**src/mlb_pkg.sv**
```systemverilog
`timescale 1ns / 1ps
// Shared types and constants for the Maglev lookup table builder.
// No dependencies; every other file of the block depends on this package.
package mlb_pkg;

   // Field widths of the request and response transfers.
   localparam int ID_W       = 31;
   localparam int IDX_W      = 12;
   localparam int OP_W       = 2;
   localparam int STATUS_W   = 2;

   // Default sizing of the table and of the backend set.
   localparam int DEF_TABLE_SIZE   = 4093;
   localparam int DEF_MAX_BACKENDS = 64;

   // Skip bias of the permutation and width of the dividend fed to the modulo unit.
   localparam int SKIP_BIAS  = 1000;
   localparam int DIVIDEND_W = 32;

   typedef enum logic [OP_W-1:0] {
      OP_ADD     = 2'd0,
      OP_REMOVE  = 2'd1,
      OP_REBUILD = 2'd2,
      OP_LOOKUP  = 2'd3
   } op_type;

   typedef enum logic [STATUS_W-1:0] {
      STS_OK     = 2'd0,
      STS_FULL   = 2'd1,
      STS_ABSENT = 2'd2
   } status_type;

   typedef enum logic [3:0] {
      ST_INIT_CLR,
      ST_IDLE,
      ST_CLR,
      ST_SCAN,
      ST_APPLY,
      ST_SORT_END,
      ST_MOD,
      ST_ENT_WR,
      ST_FILL_RD,
      ST_FILL_LOAD,
      ST_PROBE,
      ST_CHECK,
      ST_FILL_NEXT,
      ST_LK_RD,
      ST_RESULT,
      ST_RESP
   } state_type;

   typedef enum logic [3:0] {
      CMD_NONE,
      CMD_LOAD,
      CMD_CLEAR,
      CMD_SCAN,
      CMD_APPLY,
      CMD_SORT_END,
      CMD_MOD_STEP,
      CMD_ENT_WRITE,
      CMD_FILL_RD,
      CMD_FILL_LOAD,
      CMD_PROBE,
      CMD_CHECK,
      CMD_FILL_NEXT,
      CMD_LOOKUP_RD,
      CMD_RESULT
   } cmd_type;

   // Command from the controller to the datapath.
   typedef struct packed {
      cmd_type cmd;
   } dp_cmd_type;

   // Status from the datapath back to the controller.
   typedef struct packed {
      op_type op;
      logic   clr_last;
      logic   scan_done;
      logic   best_found;
      logic   nrank_zero;
      logic   mod_last;
      logic   ent_exhausted;
      logic   probe_hit;
      logic   cnt_last;
      logic   table_full;
      logic   round_last;
      logic   progress;
   } dp_status_type;

endpackage

```
**src/mlb_ctrl.sv**
```systemverilog
`timescale 1ns / 1ps
// Controller state machine of the Maglev lookup table builder.
// Depends on mlb_pkg; drives commands into mlb_dpath and reads its status.
module mlb_ctrl (
   input  logic                   clock,
   input  logic                   reset,
   input  logic                   req_valid,
   input  logic [mlb_pkg::OP_W-1:0] req_operation,
   output logic                   req_ready,
   output logic                   rsp_valid,
   input  logic                   rsp_ready,
   output mlb_pkg::dp_cmd_type    cmd_o,
   input  mlb_pkg::dp_status_type status_i
);
   import mlb_pkg::*;

   state_type state_ff, state_in;

   // State register; reset starts the table clearing pass.
   always_ff @(posedge clock) begin
      if (reset) begin
         state_ff <= ST_INIT_CLR;
      end else begin
         state_ff <= state_in;
      end
   end

   // Next state and command decode.
   always_comb begin
      state_in  = state_ff;
      cmd_o.cmd = CMD_NONE;
      req_ready = 1'b0;
      rsp_valid = 1'b0;
      case (state_ff)
         ST_INIT_CLR: begin
            cmd_o.cmd = CMD_CLEAR;
            if (status_i.clr_last) state_in = ST_IDLE;
         end
         ST_IDLE: begin
            req_ready = 1'b1;
            if (req_valid) begin
               cmd_o.cmd = CMD_LOAD;
               case (op_type'(req_operation))
                  OP_ADD, OP_REMOVE: state_in = ST_SCAN;
                  OP_REBUILD:        state_in = ST_CLR;
                  default:           state_in = ST_LK_RD;
               endcase
            end
         end
         ST_CLR: begin
            cmd_o.cmd = CMD_CLEAR;
            if (status_i.clr_last) state_in = ST_SCAN;
         end
         ST_SCAN: begin
            cmd_o.cmd = CMD_SCAN;
            if (status_i.scan_done) begin
               state_in = (status_i.op == OP_REBUILD) ? ST_SORT_END : ST_APPLY;
            end
         end
         ST_APPLY: begin
            cmd_o.cmd = CMD_APPLY;
            state_in  = ST_RESULT;
         end
         ST_SORT_END: begin
            cmd_o.cmd = CMD_SORT_END;
            if (status_i.best_found)      state_in = ST_MOD;
            else if (status_i.nrank_zero) state_in = ST_RESULT;
            else                          state_in = ST_FILL_RD;
         end
         ST_MOD: begin
            cmd_o.cmd = CMD_MOD_STEP;
            if (status_i.mod_last) state_in = ST_ENT_WR;
         end
         ST_ENT_WR: begin
            cmd_o.cmd = CMD_ENT_WRITE;
            state_in  = ST_SCAN;
         end
         ST_FILL_RD: begin
            cmd_o.cmd = CMD_FILL_RD;
            state_in  = ST_FILL_LOAD;
         end
         ST_FILL_LOAD: begin
            cmd_o.cmd = CMD_FILL_LOAD;
            state_in  = status_i.ent_exhausted ? ST_FILL_NEXT : ST_PROBE;
         end
         ST_PROBE: begin
            cmd_o.cmd = CMD_PROBE;
            state_in  = ST_CHECK;
         end
         ST_CHECK: begin
            cmd_o.cmd = CMD_CHECK;
            if (status_i.probe_hit && !status_i.cnt_last) state_in = ST_PROBE;
            else                                          state_in = ST_FILL_NEXT;
         end
         ST_FILL_NEXT: begin
            cmd_o.cmd = CMD_FILL_NEXT;
            if (status_i.table_full || (status_i.round_last && !status_i.progress)) begin
               state_in = ST_RESULT;
            end else begin
               state_in = ST_FILL_RD;
            end
         end
         ST_LK_RD: begin
            cmd_o.cmd = CMD_LOOKUP_RD;
            state_in  = ST_RESULT;
         end
         ST_RESULT: begin
            cmd_o.cmd = CMD_RESULT;
            state_in  = ST_RESP;
         end
         ST_RESP: begin
            rsp_valid = 1'b1;
            if (rsp_ready) state_in = ST_IDLE;
         end
         default: begin
            state_in = ST_IDLE;
         end
      endcase
   end

endmodule

```
**config.mk**
```make
export PLATFORM = sky130hd
export DESIGN_NAME = mlb_ctrl
export DESIGN_NICKNAME = d
export VERILOG_FILES = /design/src/mlb_pkg.sv /design/src/mlb_ctrl.sv
export SDC_FILE = /design/constraint.sdc
export NUM_CORES = 1
export LEC_CHECK = 0
export BUFFER_PORTS_ARGS = -buffer_cell sky130_fd_sc_hd__buf_4
export CAP_MARGIN = 5
export CORE_AREA = 3 3 40 42
export CTS_CLUSTER_SIZE = 12
export DETAILED_ROUTE_END_ITERATION = 6
export DIE_AREA = 0 0 43 45
export HOLD_SLACK_MARGIN = 0.05
export PLACE_DENSITY = 0.77
export SLEW_MARGIN = 25
export SYNTH_ARGS = -nofsm -noshare
export SYNTH_HDL_FRONTEND = slang
export SYNTH_SLANG_ARGS = --single-unit
```
**constraint.sdc**
```tcl
create_clock -name clock -period 2.8 [get_ports clock]
set_input_delay 0 -clock clock [delete_from_list [all_inputs] [get_ports clock]]
set_output_delay 0 -clock clock [all_outputs]
set_load 0.05 [all_outputs]
```
==> flow_summary.ini <==
[setup_path]
path_class = flip-flop to flip-flop
critPathArrivalTime_ns = 2.63
cp-end-kind = flip-flop
worstSetupStartpointType = flip-flop
worstPathCellList = nor2_1 > o21ai_1 > nor4b_2 > o211ai_2 > o41ai_1 > dlygate4sd3_1
crit_slowest_cell = dfxtp_1
crit_fanout = 21
critical-path-max-stage-delay_ns = 0.76
required_ns = 3.00
worst-r2r-setup-slack_ns = 0.37

[floorplanning]
io-pin-count = 25
core_area_mm2 = 0.00128
num_rows = 13
start_util = 0.462
die_h_um = 45
dieArea_mm2 = 0.00194
die_x_um = 43

[timing]
fmax_ghz = 0.412
finalCritPeriodShare = 0.866
clock_skew_ns = 0.0129
relSlewSlack = 0.523
setup_viol = 0
hold_viol_final = 0
tightest_slew_ns = 0.715
final.min_clock_period_ns = 2.43
grt_setup_unrepaired = false
finalMaxSlewViolations = 0
setup_ws_ns = 0.374
setup_tns_ns = 0

[finish]
diodes = 0
nFillCells = 108
final_nets = 125
reg_top3 = state_ff x4
drive_gt1_frac = 0.337
top_register = state_ff
synthToLayoutAreaGrowth_pct = 34.0
largest_reg_flops = 4
final_util = 0.618

[cts]
clock-sinks = 4
cts_tree = done
clockBufferDepth = 2
cts_made_buffers = 3
clk_latency_ns = 0.26
clockRootBuffer = clkbuf_4
ctsResizeCount = 0
cts-htree-levels = 1
cts.clk_slew.worst_paths_ns = 0.05
cts_setup_buffers = 0

[place]
gp_congestion = 0.903
post-place-ws_ns = 0.971
io_buffers = 24
dp_hpwl_mm = 1.23

[pwr]
peakVddDrop_uv = 177
power_density_mw_per_mm2 = 307
leakagePower_nw = 0.322

[global_route]
antenna_found_initial = 0
grt_pass1_vias = 630
grt_usage = 0.192
grt_max_degree = 23
grt_overflow = 0
grt_pass1_wl_mm = 2.84

[yosys]
syn_area_um2 = 593
yosysWarningCount = 0
async_flop_share = 0
synth_flop_cell = dfxtp_1
synth_edf_count = 0
synth_cell_types = 43
yosysTopAreaCell = dfxtp_1
synthCells = 81
yosysSeqAreaShare = 0.135
synth_area_leaders = dfxtp_1 (14%), a31oi_1 (5.3%), o21ai_1 (4.2%)
synth_common_cells = nand2_1 (6), nor2_1 (6), a31oi_1 (5), o21ai_1 (5)
syn-num-nets = 100
postSynthAreaPerCell_um2 = 7.32
synth-seq-cells = 4
synth_top_area_share = 0.135

[detailed_routing]
dr.pass1.iters = 4
route.detailed.drc = 0
postRouteAntennaNets = 0
first_iter_violations = 29
routed_via_density = 6.24
wl_mm = 1.77
vias = 743
wire_per_inst_um = 14.8

[min_path]
min_path_type = primary input to flip-flop

[run_status]
status = completed

[job]
drv_cap = 0
-- stage by stage --
stage               cell area [um^2]  cells  total power, mW  hold WS, ns
floorplan                        593     81            0.125        0.103
global placement                 742    113            0.161        0.208
detailed placement               742    113            0.162        0.214
CTS                              795    119            0.246        0.148
global route                     795    119            0.255        0.169
finish                           795    119            0.244        0.154
-- placed cells by master (no fill, tap or decap), types with 2 or more instances in the layout --
cell type / count
a21oi_1: 4
a31oi_1: 5
buf_4: 24
clkbuf_4: 3
dfxtp_1: 4
dlygate4sd3_1: 3
inv_1: 3
nand2_1: 6
nand2b_1: 2
nor2_1: 6
nor2b_1: 3
o211ai_1: 3
o21ai_0: 4
o21ai_1: 5
-- cell type report --
cell class / count / area (um^2) / area share
clock buffers: 3 / 22.5 / 0.0283
inverters: 4 / 15.0 / 0.0189
repair buffers: 27 / 210 / 0.265
multi-input cells: 66 / 448 / 0.564
flip-flops and latches: 4 / 80.1 / 0.101
well taps: 15 / 18.8 / 0.0236
-- layer usage --
| layer | track usage | vias to the layer above | part of all wire |
|---|---|---|---|
| li1 | - | 357 | - |
| met1 | 0.248 | 350 | 0.42 |
| met2 | 0.305 | 33 | 0.49 |
| met3 | 0.0518 | 3 | 0.082 |
| met4 | 0.0783 | 0 | 0.0091 |
| met5 | 0 | - | 0 |
-- repair_timing --
action	in CTS	in global routing
hold buffers	3	0
endpoints found under the hold margin	2	0
setup endpoints to repair	0	0
-- power breakdown --
part	leakage (nW)	switching (mW)	internal (mW)
combinational	0.275	0.0510	0.0438
sequential	0.0325	0.00984	0.0595
clock	0.0138	0.0316	0.0485
total	0.322	0.0924	0.152
-- final timing paths --
kind / cells past startpoint / from / end
max: 6 / state_ff[2]$_SDFFE_PP0P_ / state_ff[3]$_SDFFE_PP0P_
min: 4 / req_valid / state_ff[0]$_SDFFE_PP0P_
max reg2reg: 6 / state_ff[2]$_SDFFE_PP0P_ / state_ff[3]$_SDFFE_PP0P_
min reg2reg: 2 / state_ff[1]$_SDFFE_PP0P_ / state_ff[0]$_SDFFE_PP0P_
-- cells by family (layout without fill, tap and decap cells) --
| kind of cell | after synthesis | in the layout | share of synthesized area |
|---|---|---|---|
| simple gates | 29 | 29 | 0.293 |
| buf+inv | 11 | 34 | 0.110 |
| mux | 1 | 1 | 0.0169 |
| compound gates | 35 | 35 | 0.430 |
| flops | 4 | 4 | 0.135 |
| xor+xnor | 1 | 1 | 0.0148 |
-- worst max-delay path, delay by kind of cell, from the launching register on --
family / cells / cell delay (ns)
flip-flops: 1 / 0.76
buffers and inverters: 1 / 0.60
AND/OR/NAND/NOR: 2 / 0.55
AO/OA/AOI/OAI: 3 / 0.46
No activity file was read; power rests on OpenSTA's default activity.
